$ cat config.mk
export PLATFORM = sky130hd
export DESIGN_NAME = polynomial_add_sub_mul
export DESIGN_NICKNAME = d
export VERILOG_FILES = /design/src/hw/rtl/pasm_pkg.sv /design/src/hw/rtl/pasm_datapath.sv /design/src/hw/rtl/pasm_ctrl.sv /design/src/hw/rtl/polynomial_add_sub_mul.sv
export SDC_FILE = /design/constraint.sdc
export NUM_CORES = 2
export LEC_CHECK = 0
export BUFFER_PORTS_ARGS = -buffer_cell sky130_fd_sc_hd__buf_2
export CORE_UTILIZATION = 45
export DETAILED_ROUTE_END_ITERATION = 10
export GPL_TIMING_DRIVEN = 0
export PLACE_DENSITY = 0.71
export SLEW_MARGIN = 10
export SYNTH_ARGS = -nofsm -noshare
export SYNTH_HDL_FRONTEND = slang
export SYNTH_SLANG_ARGS = --single-unit
$ cat constraint.sdc
create_clock -name i_clk -period 15.7 [get_ports i_clk]
set_input_delay 3.925 -clock i_clk [delete_from_list [all_inputs] [get_ports i_clk]]
set_output_delay 3.925 -clock i_clk [all_outputs]
set_load 0.03 [all_outputs]
$ cat src/hw/rtl/pasm_pkg.sv
// ----------------------------------------------------------------------------
// pasm_pkg
// Shared constants, register indexes and controller/datapath interface types.
// ----------------------------------------------------------------------------
`default_nettype none

package pasm_pkg;

    // Default configuration of the block.
    localparam int MAX_DEGREE  = 31;
    localparam int COEF_WIDTH  = 16;

    // Fixed field widths.
    localparam int POWER_W     = 5;
    localparam int OUT_POWER_W = 6;
    localparam int DEG_W       = 5;
    localparam int CFG_INDEX_W = 1;

    // Configuration register indexes.
    typedef enum logic [CFG_INDEX_W-1:0] {
        CFG_FIRST_DEGREE  = 1'b0,
        CFG_SECOND_DEGREE = 1'b1
    } t_cfg_index;

    // Commands from the controller to the datapath.
    typedef struct packed {
        logic                   store_we;    // write both stores at addr_i
        logic                   term_en;     // issue one product term
        logic                   term_first;  // first term of this power
        logic [POWER_W-1:0]     addr_i;      // first store index (or write index)
        logic [POWER_W-1:0]     addr_j;      // second store index of the term
        logic [POWER_W-1:0]     addr_k;      // index of the current power
        logic                   k_in_first;  // power within first degree
        logic                   k_in_second; // power within second degree
        logic                   capture;     // load the result register
    } t_dp_cmd;

    // Status from the datapath to the controller.
    typedef struct packed {
        logic pipe_busy;  // product terms still in flight
    } t_dp_status;

endpackage

`default_nettype wire

$ cat src/hw/rtl/pasm_datapath.sv
// ----------------------------------------------------------------------------
// pasm_datapath
// Coefficient stores, multiply-accumulate pipeline and result register.
// ----------------------------------------------------------------------------
`default_nettype none

module pasm_datapath #(
    parameter int MAX_DEGREE = pasm_pkg::MAX_DEGREE,
    parameter int COEF_WIDTH = pasm_pkg::COEF_WIDTH
) (
    input  wire                                    i_clk,
    input  wire                                    i_rst_n,
    input  pasm_pkg::t_dp_cmd                      i_cmd,
    input  wire logic signed [COEF_WIDTH-1:0]      i_first_coef,
    input  wire logic signed [COEF_WIDTH-1:0]      i_second_coef,
    output pasm_pkg::t_dp_status                   o_status,
    output logic signed [COEF_WIDTH:0]             o_sum_coef,
    output logic signed [COEF_WIDTH:0]             o_diff_coef,
    output logic signed [2*COEF_WIDTH+pasm_pkg::POWER_W-1:0] o_prod_coef
);
    import pasm_pkg::*;

    localparam int DEPTH  = MAX_DEGREE + 1;
    localparam int SUM_W  = COEF_WIDTH + 1;
    localparam int MUL_W  = 2 * COEF_WIDTH;
    localparam int PROD_W = 2 * COEF_WIDTH + POWER_W;

    logic signed [COEF_WIDTH-1:0] r_first_mem  [0:DEPTH-1];
    logic signed [COEF_WIDTH-1:0] r_second_mem [0:DEPTH-1];

    logic signed [COEF_WIDTH-1:0] r_rd_a;
    logic signed [COEF_WIDTH-1:0] r_rd_b;
    logic signed [COEF_WIDTH-1:0] r_a_k;
    logic signed [COEF_WIDTH-1:0] r_b_k;
    logic                         r_v1;
    logic                         r_f1;
    logic                         r_v2;
    logic                         r_f2;
    logic signed [MUL_W-1:0]      r_prod;
    logic signed [PROD_W-1:0]     r_acc;
    logic signed [SUM_W-1:0]      r_sum;
    logic signed [SUM_W-1:0]      r_diff;
    logic signed [PROD_W-1:0]     r_out_prod;

    logic signed [COEF_WIDTH-1:0] a_k_masked;
    logic signed [COEF_WIDTH-1:0] b_k_masked;

    // Coefficient stores: one write port, two registered read ports each.
    always_ff @(posedge i_clk) begin
        if (i_cmd.store_we) begin
            r_first_mem[i_cmd.addr_i]  <= i_first_coef;
            r_second_mem[i_cmd.addr_i] <= i_second_coef;
        end
        if (i_cmd.term_en) begin
            r_rd_a <= r_first_mem[i_cmd.addr_i];
            r_rd_b <= r_second_mem[i_cmd.addr_j];
        end
        if (i_cmd.term_en && i_cmd.term_first) begin
            r_a_k <= r_first_mem[i_cmd.addr_k];
            r_b_k <= r_second_mem[i_cmd.addr_k];
        end
    end

    // Term valid flags through the read, multiply and accumulate stages.
    always_ff @(posedge i_clk) begin
        if (!i_rst_n) begin
            r_v1 <= 1'b0;
            r_f1 <= 1'b0;
            r_v2 <= 1'b0;
            r_f2 <= 1'b0;
        end else begin
            r_v1 <= i_cmd.term_en;
            r_f1 <= i_cmd.term_en & i_cmd.term_first;
            r_v2 <= r_v1;
            r_f2 <= r_f1;
        end
    end

    // Multiply, then accumulate; the first term of a power restarts the sum.
    always_ff @(posedge i_clk) begin
        r_prod <= r_rd_a * r_rd_b;
        if (r_v2) begin
            if (r_f2) begin
                r_acc <= PROD_W'(r_prod);
            end else begin
                r_acc <= r_acc + PROD_W'(r_prod);
            end
        end
    end

    // Coefficients above a polynomial's degree count as zero.
    assign a_k_masked = i_cmd.k_in_first  ? r_a_k : '0;
    assign b_k_masked = i_cmd.k_in_second ? r_b_k : '0;

    // Result register, loaded once the accumulator has settled.
    always_ff @(posedge i_clk) begin
        if (i_cmd.capture) begin
            r_sum      <= SUM_W'(a_k_masked) + SUM_W'(b_k_masked);
            r_diff     <= SUM_W'(a_k_masked) - SUM_W'(b_k_masked);
            r_out_prod <= r_acc;
        end
    end

    assign o_status.pipe_busy = r_v1 | r_v2;
    assign o_sum_coef         = r_sum;
    assign o_diff_coef        = r_diff;
    assign o_prod_coef        = r_out_prod;

endmodule

`default_nettype wire

$ cat src/hw/rtl/pasm_ctrl.sv
// ----------------------------------------------------------------------------
// pasm_ctrl
// Controller: degree registers, load handshake, power and term sequencing.
// ----------------------------------------------------------------------------
`default_nettype none

module pasm_ctrl #(
    parameter int MAX_DEGREE = pasm_pkg::MAX_DEGREE
) (
    input  wire                                    i_clk,
    input  wire                                    i_rst_n,
    input  wire                                    i_cfg_we,
    input  wire logic [pasm_pkg::CFG_INDEX_W-1:0]  i_cfg_index,
    input  wire logic [pasm_pkg::DEG_W-1:0]        i_cfg_data,
    input  wire                                    i_s_valid,
    input  wire                                    i_s_last,
    input  wire logic [pasm_pkg::POWER_W-1:0]      i_power,
    output logic                                   o_s_ready,
    output logic                                   o_m_valid,
    input  wire                                    i_m_ready,
    output logic [pasm_pkg::OUT_POWER_W-1:0]       o_out_power,
    output logic                                   o_final,
    output pasm_pkg::t_dp_cmd                      o_cmd,
    input  pasm_pkg::t_dp_status                   i_status
);
    import pasm_pkg::*;

    typedef enum logic [3:0] {
        S_LOAD = 4'b0001,
        S_TERM = 4'b0010,
        S_WAIT = 4'b0100,
        S_SEND = 4'b1000
    } t_state;

    localparam logic [DEG_W-1:0]       MAX_DEG   = DEG_W'(MAX_DEGREE);
    localparam logic [OUT_POWER_W-1:0] MAX_DEG_K = OUT_POWER_W'(MAX_DEGREE);

    t_state                  r_state;
    t_state                  n_state;
    logic [DEG_W-1:0]        r_first_degree;
    logic [DEG_W-1:0]        r_second_degree;
    logic [OUT_POWER_W-1:0]  r_k;
    logic [OUT_POWER_W-1:0]  n_k;
    logic [POWER_W-1:0]      r_i;
    logic [POWER_W-1:0]      n_i;
    logic                    r_first_term;
    logic                    n_first_term;

    logic [DEG_W-1:0]        da;
    logic [DEG_W-1:0]        db;
    logic [POWER_W-1:0]      hi;

    // Lowest first-store index that contributes to power k.
    function automatic logic [POWER_W-1:0] low_index(input logic [OUT_POWER_W-1:0] k,
                                                     input logic [DEG_W-1:0] deg);
        logic [OUT_POWER_W-1:0] deg_k;
        deg_k = OUT_POWER_W'(deg);
        if (k > deg_k) begin
            return POWER_W'(k - deg_k);
        end
        return '0;
    endfunction

    // Degrees saturate at the largest supported degree.
    assign da = (r_first_degree  > MAX_DEG) ? MAX_DEG : r_first_degree;
    assign db = (r_second_degree > MAX_DEG) ? MAX_DEG : r_second_degree;
    assign hi = (r_k > OUT_POWER_W'(da)) ? POWER_W'(da) : POWER_W'(r_k);

    // Configuration registers.
    always_ff @(posedge i_clk) begin
        if (!i_rst_n) begin
            r_first_degree  <= '0;
            r_second_degree <= '0;
        end else if (i_cfg_we) begin
            case (i_cfg_index)
                CFG_FIRST_DEGREE:  r_first_degree  <= i_cfg_data;
                CFG_SECOND_DEGREE: r_second_degree <= i_cfg_data;
                default: ;
            endcase
        end
    end

    // Next-state and command logic.
    always_comb begin
        n_state      = r_state;
        n_k          = r_k;
        n_i          = r_i;
        n_first_term = r_first_term;
        o_s_ready    = 1'b0;
        o_m_valid    = 1'b0;

        o_cmd             = '0;
        o_cmd.addr_j      = POWER_W'(r_k - OUT_POWER_W'(r_i));
        o_cmd.addr_k      = (r_k > MAX_DEG_K) ? '0 : POWER_W'(r_k);
        o_cmd.k_in_first  = (r_k <= OUT_POWER_W'(da));
        o_cmd.k_in_second = (r_k <= OUT_POWER_W'(db));

        case (r_state)
            S_LOAD: begin
                o_s_ready    = 1'b1;
                o_cmd.addr_i = i_power;
                if (i_s_valid) begin
                    o_cmd.store_we = (i_power <= MAX_DEG);
                    if (i_s_last) begin
                        n_k          = OUT_POWER_W'(da) + OUT_POWER_W'(db);
                        n_i          = low_index(n_k, db);
                        n_first_term = 1'b1;
                        n_state      = S_TERM;
                    end
                end
            end
            S_TERM: begin
                o_cmd.term_en    = 1'b1;
                o_cmd.term_first = r_first_term;
                o_cmd.addr_i     = r_i;
                n_first_term     = 1'b0;
                if (r_i == hi) begin
                    n_state = S_WAIT;
                end else begin
                    n_i = r_i + 1'b1;
                end
            end
            S_WAIT: begin
                if (!i_status.pipe_busy) begin
                    o_cmd.capture = 1'b1;
                    n_state       = S_SEND;
                end
            end
            S_SEND: begin
                o_m_valid = 1'b1;
                if (i_m_ready) begin
                    if (r_k == '0) begin
                        n_state = S_LOAD;
                    end else begin
                        n_k          = r_k - 1'b1;
                        n_i          = low_index(n_k, db);
                        n_first_term = 1'b1;
                        n_state      = S_TERM;
                    end
                end
            end
            default: begin
                n_state = S_LOAD;
            end
        endcase
    end

    // Controller registers.
    always_ff @(posedge i_clk) begin
        if (!i_rst_n) begin
            r_state      <= S_LOAD;
            r_k          <= '0;
            r_i          <= '0;
            r_first_term <= 1'b0;
        end else begin
            r_state      <= n_state;
            r_k          <= n_k;
            r_i          <= n_i;
            r_first_term <= n_first_term;
        end
    end

    assign o_out_power = r_k;
    assign o_final     = (r_k == '0);

endmodule

`default_nettype wire

$ cat src/hw/rtl/polynomial_add_sub_mul.sv
// ----------------------------------------------------------------------------
// polynomial_add_sub_mul
// Sum, difference and product of two integer polynomials.
// ----------------------------------------------------------------------------
// Usage:
//   Set both degrees through the write port, then send coefficient pairs on
//   the slave stream, one beat per power. Each beat is stored at its power;
//   the beat with tlast set is stored too and starts the computation.
//   Loading accepts one beat per cycle. While the block computes and sends,
//   the slave side is not ready.
//   Results leave on the master stream from power da+db down to 0, one beat
//   per power, tlast on the power-zero beat. Each power issues its product
//   terms (at most min(da,db)+1) one per cycle through the store read ports
//   and the single multiplier, then drains the read, multiply and accumulate
//   stages and loads the result register before its beat is offered. The next
//   power starts the cycle after a beat is taken.
//   A stalled master side holds the beat and its data until tready.
//   Reset clears both degrees and returns the block to loading. The stores
//   are not cleared; every power within a degree must be loaded before use.
// ----------------------------------------------------------------------------
`default_nettype none

module polynomial_add_sub_mul #(
    parameter int MAX_DEGREE = pasm_pkg::MAX_DEGREE,
    parameter int COEF_WIDTH = pasm_pkg::COEF_WIDTH,
    localparam int S_TDATA_W = ((pasm_pkg::POWER_W + 2 * COEF_WIDTH + 7) / 8) * 8,
    localparam int M_BITS    = pasm_pkg::OUT_POWER_W + 2 * (COEF_WIDTH + 1)
                               + 2 * COEF_WIDTH + pasm_pkg::POWER_W,
    localparam int M_TDATA_W = ((M_BITS + 7) / 8) * 8
) (
    input  wire                                    i_clk,
    input  wire                                    i_rst_n,
    // Configuration write port.
    input  wire                                    i_cfg_we,
    input  wire logic [pasm_pkg::CFG_INDEX_W-1:0]  i_cfg_index,
    input  wire logic [pasm_pkg::DEG_W-1:0]        i_cfg_data,
    // Coefficient stream.
    input  wire                                    i_s_tvalid,
    output logic                                   o_s_tready,
    input  wire logic [S_TDATA_W-1:0]              i_s_tdata,  // power, first_coef, second_coef
    input  wire                                    i_s_tlast,  // start_req
    // Result stream.
    output logic                                   o_m_tvalid,
    input  wire                                    i_m_tready,
    output logic [M_TDATA_W-1:0]                   o_m_tdata,  // out_power, sum, diff, prod
    output logic                                   o_m_tlast   // final_res
);
    import pasm_pkg::*;

    localparam int SUM_W  = COEF_WIDTH + 1;
    localparam int PROD_W = 2 * COEF_WIDTH + POWER_W;

    t_dp_cmd                      cmd;
    t_dp_status                   status;
    logic [POWER_W-1:0]           power;
    logic signed [COEF_WIDTH-1:0] first_coef;
    logic signed [COEF_WIDTH-1:0] second_coef;
    logic [OUT_POWER_W-1:0]       out_power;
    logic signed [SUM_W-1:0]      sum_coef;
    logic signed [SUM_W-1:0]      diff_coef;
    logic signed [PROD_W-1:0]     prod_coef;

    // Unpack the slave beat.
    assign power       = i_s_tdata[POWER_W-1:0];
    assign first_coef  = i_s_tdata[POWER_W +: COEF_WIDTH];
    assign second_coef = i_s_tdata[POWER_W + COEF_WIDTH +: COEF_WIDTH];

    pasm_ctrl #(
        .MAX_DEGREE (MAX_DEGREE)
    ) u_ctrl (
        .i_clk       (i_clk),
        .i_rst_n     (i_rst_n),
        .i_cfg_we    (i_cfg_we),
        .i_cfg_index (i_cfg_index),
        .i_cfg_data  (i_cfg_data),
        .i_s_valid   (i_s_tvalid),
        .i_s_last    (i_s_tlast),
        .i_power     (power),
        .o_s_ready   (o_s_tready),
        .o_m_valid   (o_m_tvalid),
        .i_m_ready   (i_m_tready),
        .o_out_power (out_power),
        .o_final     (o_m_tlast),
        .o_cmd       (cmd),
        .i_status    (status)
    );

    pasm_datapath #(
        .MAX_DEGREE (MAX_DEGREE),
        .COEF_WIDTH (COEF_WIDTH)
    ) u_datapath (
        .i_clk         (i_clk),
        .i_rst_n       (i_rst_n),
        .i_cmd         (cmd),
        .i_first_coef  (first_coef),
        .i_second_coef (second_coef),
        .o_status      (status),
        .o_sum_coef    (sum_coef),
        .o_diff_coef   (diff_coef),
        .o_prod_coef   (prod_coef)
    );

    // Pack the master beat, zero-filled to whole bytes.
    assign o_m_tdata = M_TDATA_W'({prod_coef, diff_coef, sum_coef, out_power});

endmodule

`default_nettype wire

Word level (Yosys, flattened, before mapping):

Memory sizes are Yosys's and may differ from the RTL's. A register that Yosys moved wholly into a read port is not among the register bits.
Index checks and enable logic that the tools add are counted.

* bits of input ports: 52
* register bits after elaboration: 170
* output and inout bits: 83
* memories kept: 2
* RAM bits: 1024

* equality and inequality tests: 12
* order comparisons: 9
* add/subtract/negate cells: 9
* bitwise logic cells: 3
* reductions and logical operators: 10
* muxes and demuxes: 52
* $mul: 1

Memory list
* u_datapath.r_first_mem: depth 32, width 16, read ports 2, clocked after memory_dff 2, write ports 1, line pasm_datapath.sv:28 `logic signed [COEF_WIDTH-1:0] r_first_mem [0:DEPTH-1];`
* u_datapath.r_second_mem: depth 32, width 16, read ports 2, clocked after memory_dff 2, write ports 1, line pasm_datapath.sv:29 `logic signed [COEF_WIDTH-1:0] r_second_mem [0:DEPTH-1];`

Operators by type and width (count)
* $mux 5: 13
* $add 37x32->37: 1
* $mux 37: 1
* $mul 16x16->32: 1
* $mux 16: 2
* $mux 6: 4
* $mux 1: 20
* $mux 4: 5
* $gt 6x5->1: 3
* $add 16x16->17: 1
* $sub 16x16->17: 1
* $pmux 4 s4: 1
* $pmux 5 s3: 1
* $reduce_and 5->1: 3
* $sub 5x5->5: 3
* $le 6x5->1: 2
* $ne 2x2->1 const B: 6
* $pmux 6 s2: 1
* $gt 5x5->1 const B: 2
* $pmux 5 s2: 1
* $add 5x5->6: 1
* $gt 6x5->1 const B: 1
* $logic_not 6->1: 1
* $reduce_and 6->1: 1
* 18 further kinds: 20

Longest topological paths before layout:

* word-level depth: 12
* mapped depth: 23
* mapped depth without buffers: 22

Hierarchy:

Synthesis repeated with hierarchy kept, for this count alone.

* cell total of the unflattened synthesis: 4177
* area, all modules: 68535.7 µm²

Modules (own cells, without submodules)
* pasm_datapath: cells each 3839, seq. area each 36605.1 µm², instances 1, area each 65942.0 µm²
* pasm_ctrl: cells each 334, seq. area each 520.5 µm², instances 1, area each 2567.5 µm²
* polynomial_add_sub_mul: cells each 4, seq. area each 0.0 µm², instances 1, area each 26.3 µm²

Least setup slack after synthesis:

No wires, ideal clock.

* kind: in2reg
* start point: input port i_s_tdata[1]
* end point: memory u_datapath.r_first_mem[0][0], enable pin
* arrival time: 6.538 ns
* stages on the path: 5
* path buffers: 2
* path slack: 8.741 ns
* required time: 15.279 ns
* cells stage by stage: a22oi_1 buf_2 buf_1 nand4_1 nor2_1

* cells in the longest elaborated chain, start to end: 5
* elaborated cells on any way between the ends: 6
* classes of those cells: order compare (1); mux (5)

Ends and longest elaborated chain
* from (decl): line polynomial_add_sub_mul.sv:40 `input wire logic [S_TDATA_W-1:0] i_s_tdata,`
* $le 5x5->1: line pasm_ctrl.sv:103 `o_cmd.store_we = (i_power <= MAX_DEG);`
* $mux 1: line pasm_ctrl.sv:102 `if (i_s_valid) begin`
* $mux 1: line pasm_ctrl.sv:98 `case (r_state)`
* $mux 1: line pasm_datapath.sv:50 `if (i_cmd.store_we) begin`
* $mux 1 (not written as such): line pasm_datapath.sv:51 `r_first_mem[i_cmd.addr_i] <= i_first_coef;`
* to (decl): line pasm_datapath.sv:28

Parallel ways exist; a longest one is shown, timed or not.

Worst setup path in the final report:

* start point: input port i_s_tdata[1]
* end point: memory u_datapath.r_second_mem[17][7], enable pin

* cells in the longest elaborated chain, start to end: 5
* elaborated cells on any way between the ends: 6
* classes of those cells: order compare (1); mux (5)

Ends and longest elaborated chain
* $le 5x5->1: line pasm_ctrl.sv:103
* $mux 1: line pasm_ctrl.sv:102
* $mux 1: line pasm_ctrl.sv:98
* $mux 1: line pasm_datapath.sv:50
* $mux 1 (not written as such): line pasm_datapath.sv:52 `r_second_mem[i_cmd.addr_i] <= i_second_coef;`
* to (decl): line pasm_datapath.sv:29

Parallel ways exist; a longest one is shown, timed or not.

==> flow_metrics.py <==
metrics = {
    "run_status": {
        "status": "finished, violations left",
        "violations": "max-capacitance violations, max-slew violations",
    },
    "floorplanning": {
        "num_rows": 143,
        "coreArea_sq_um": 152000,
        "start_util_pct": 45.4,
        "dieArea_sq_um": 155000,
        "ioPinCount": 135,
        "die_x_microns": 394,
        "die_y_microns": 394,
    },
    "detailed_routing": {
        "wl_met3_microns": 33400,
        "via_per_inst": 6.44,
        "totalWireLength_microns": 219000,
        "vias": 44800,
        "drt_pass1_iterations": 9,
        "drc": 0,
        "met2_length_microns": 95500,
        "wl_met1_microns": 78100,
        "wire_per_inst_microns": 31.5,
        "top_layer": "met5",
        "drtIter0Drc": 7416,
        "antenna_left": 0,
    },
    "yosys": {
        "ys_warn_count": 0,
        "ys_types": 73,
        "synth_async_sr_flop_share_pct": 0,
        "synth_edf_count": 1195,
        "synth_top_cell_by_area": "edfxtp_1",
        "ys.flop_type": "edfxtp_1",
        "yosysSeqAreaShare_pct": 53.8,
        "syn_avg_cell_area_sq_um": 15.4,
        "synth.area.top_cells": "edfxtp_1 52%, mux4_2 15%, fa_1 7.8%",
        "ys_seq_elements": 1257,
        "ys_top_cells_by_count": "1,195 x edfxtp_1, 470 x mux4_2, 357 x inv_1",
        "yosysMostFrequentCell": "edfxtp_1",
        "synth.cell_area_sq_um": 69000,
        "synth_cells": 4494,
        "synth_top_cell_area_share_pct": 52.0,
    },
    "critical_path": {
        "arrival_ps": 9020,
        "path_max_fanout": 13,
        "worstSetupPathType": "input pin to flop",
        "cpMaxStageDelayCell": "nor2_4",
        "critPathLaunchType": "input pin",
        "cp_top_family": "simple AND/OR/NAND/NOR gates",
        "cp_data_required_time_ps": 16190,
        "worstSetupEndpointType": "flop",
        "path_buf_inv": 5,
        "startpoint": "i_s_tdata[1]",
        "critical-path-max-stage-delay_ps": 1060,
        "worstPathCellList": "buf_2 -> a22oi_1 -> buf_2 -> buf_1 -> nand4_1 -> nor2_4 -> buf_16 -> buf_16",
        "rr_startpoint": "u_datapath.r_rd_a[7]$_DFFE_PP_",
    },
    "clock_network": {
        "cts_num_sinks": 1257,
        "clk_latency_ps": 820,
        "cts_post_setup_buffers_inserted": 0,
        "clock-root-buffer": "clkbuf_16",
        "cts_hold_buf": 0,
        "htree_levels": 4,
        "cts_buffers": 133,
        "cts_tree": "built",
        "cts_buffer_depth": 3,
        "path_clk_slew_ps": 70,
        "cts.repair.resized": 0,
    },
    "sta": {
        "finalSetupViolations": 0,
        "period_share_pct": 54.3,
        "rsz0062_at_grt": "false",
        "max_slew_margin_pct": -2.15,
        "drv_slew": 8,
        "fin_crit_ps": 8530,
        "worstMarginPinSlew_ps": 1530,
        "setup_tns_ps": 0,
        "max_clock_freq_ghz": 0.117,
        "hold_viol_final": 0,
        "skew_ps": 50.7,
    },
    "power_and_ir_drop": {
        "p_per_area_nw_per_um2": 246,
        "max-vdd-ir-drop_uv": 565,
        "total_leakage_power_nw": 27.0,
        "total_power_mw": 19.3,
    },
    "finish": {
        "final_layout_size_suffix_gt1_share_pct": 20.3,
        "nets": 5321,
        "area_delta_synth_final_pct": 13.5,
        "fill_cells": 12300,
    },
    "job": {
        "maxCapViolCount": 1,
    },
    "grt": {
        "grt_max_degree": 34,
        "grt_usage_pct": 28.0,
        "grt_pass1_vias": 44800,
        "grt_pass1_wl_microns": 312000,
        "antenna_found_initial": 20,
        "overflow": 0,
    },
    "placed_design": {
        "place_hpwl_microns": 158000,
        "gp_congestion": 0.974,
        "io_buffers": 128,
    },
    "worst_hold_path": {
        "hp-class": "flop to flop",
        "min_from": "u_datapath.r_f1$_SDFF_PN0_",
    },
}
## final timing paths
| path | endpoint | slack, ps | cells after the start |
|---|---|---|---|
| min | u_datapath.r_f2$_SDFF_PN0_ | 460 | 1 |
| min reg2reg | u_datapath.r_f2$_SDFF_PN0_ | 460 | 1 |
| max reg2reg | u_datapath.r_prod[31]$_DFF_P_ | 8150 | 23 |
| max | u_datapath.r_second_mem[17][7]$_DFFE_PP_ | 7170 | 8 |
## worst register-to-register path, cell delays in order (launching register included)
cell and delay (ps):
edfxtp_1 540, clkbuf_1 550, nand2_1 180, fa_1 570, inv_1 50, fa_1 510
inv_1 60, fa_1 530, inv_1 50, fa_1 450, fa_1 490, inv_1 50
fa_1 470, inv_1 40, ha_1 320, a2111oi_0 650, inv_1 120, a2111oi_2 490
o31ai_1 250, a41oi_1 400, nor2_1 140, a211o_1 290, a21oi_2 150, xnor2_1 160
## cell usage in the layout (no fill, tap or decap), types with 34 or more instances in the layout
master	n
a21oi_1	89
a22oi_1	60
and2_1	134
and3_1	34
buf_16	37
buf_2	164
clkbuf_1	202
clkbuf_16	136
dfxtp_1	61
edfxtp_1	1195
fa_1	269
ha_1	181
inv_1	357
mux2_2	50
mux2i_1	261
mux4_2	470
nand2_1	266
nor2_1	114
o21ai_0	84
o22ai_1	131
xnor2_1	70
xor2_1	38
## through the flow
step | hold slack [ps] | instance area, sq um | worst slack, ps | cells | util, %
finish | 460 | 78300 | 7170 | 6960 | 51.5
global route | 473 | 78300 | 7480 | 6952 | 51.5
CTS | 463 | 78300 | 7640 | 6949 | 51.5
detailed placement | 448 | 73900 | 6780 | 6714 | 48.6
global placement | 442 | 72200 | 4660 | 6654 | 47.5
floorplan | 412 | 69000 | 8740 | 4496 | -
## state kept, by name, summed over array words and instances (netlist names), 17 cells and up
register,flops
u_datapath.o_prod_coef,37
u_datapath.r_first_mem,512
u_datapath.r_acc,37
u_datapath.r_prod,32
u_datapath.o_diff_coef,17
u_datapath.r_second_mem,512
## where the power goes
group          switching, mW  total [mW]  internal, mW
clock                   1.40        3.21          1.81
combinational           6.76        11.9          5.12
sequential             0.103        4.17          4.07
total                   8.26        19.3          11.0
## layout make-up
class	instances	area, sq um	share of cell area, %
Inverter	358	1340	1.72
Antenna cell	11	27.5	0.0351
Clock buffer	166	3550	4.53
Sequential cell	1257	37100	47.4
Tap cell	2030	2540	3.24
Buffer	258	1050	1.35
Clock inverter	69	885	1.13
Timing Repair Buffer	188	2040	2.60
Multi-Input combinational cell	2623	29800	38.0
## cell families after synthesis
kind of cell             share of synthesized area, %
AO/OA/AOI/OAI                                    5.18
XOR/XNOR                                         1.37
AND/OR/NAND/NOR                                  5.17
other                                         0.00543
buffers and inverters                            3.44
flip-flops                                       53.8
adder cells (fa/ha/maj)                          11.1
multiplexers                                     19.9
## per-layer routing
metal	track usage, %	vias up
met5	0.893	-
met4	12.7	18
met3	11.6	724
met2	41.5	3482
met1	35.9	22700
li1	-	17900
No activity file was read; power rests on OpenSTA's default activity.
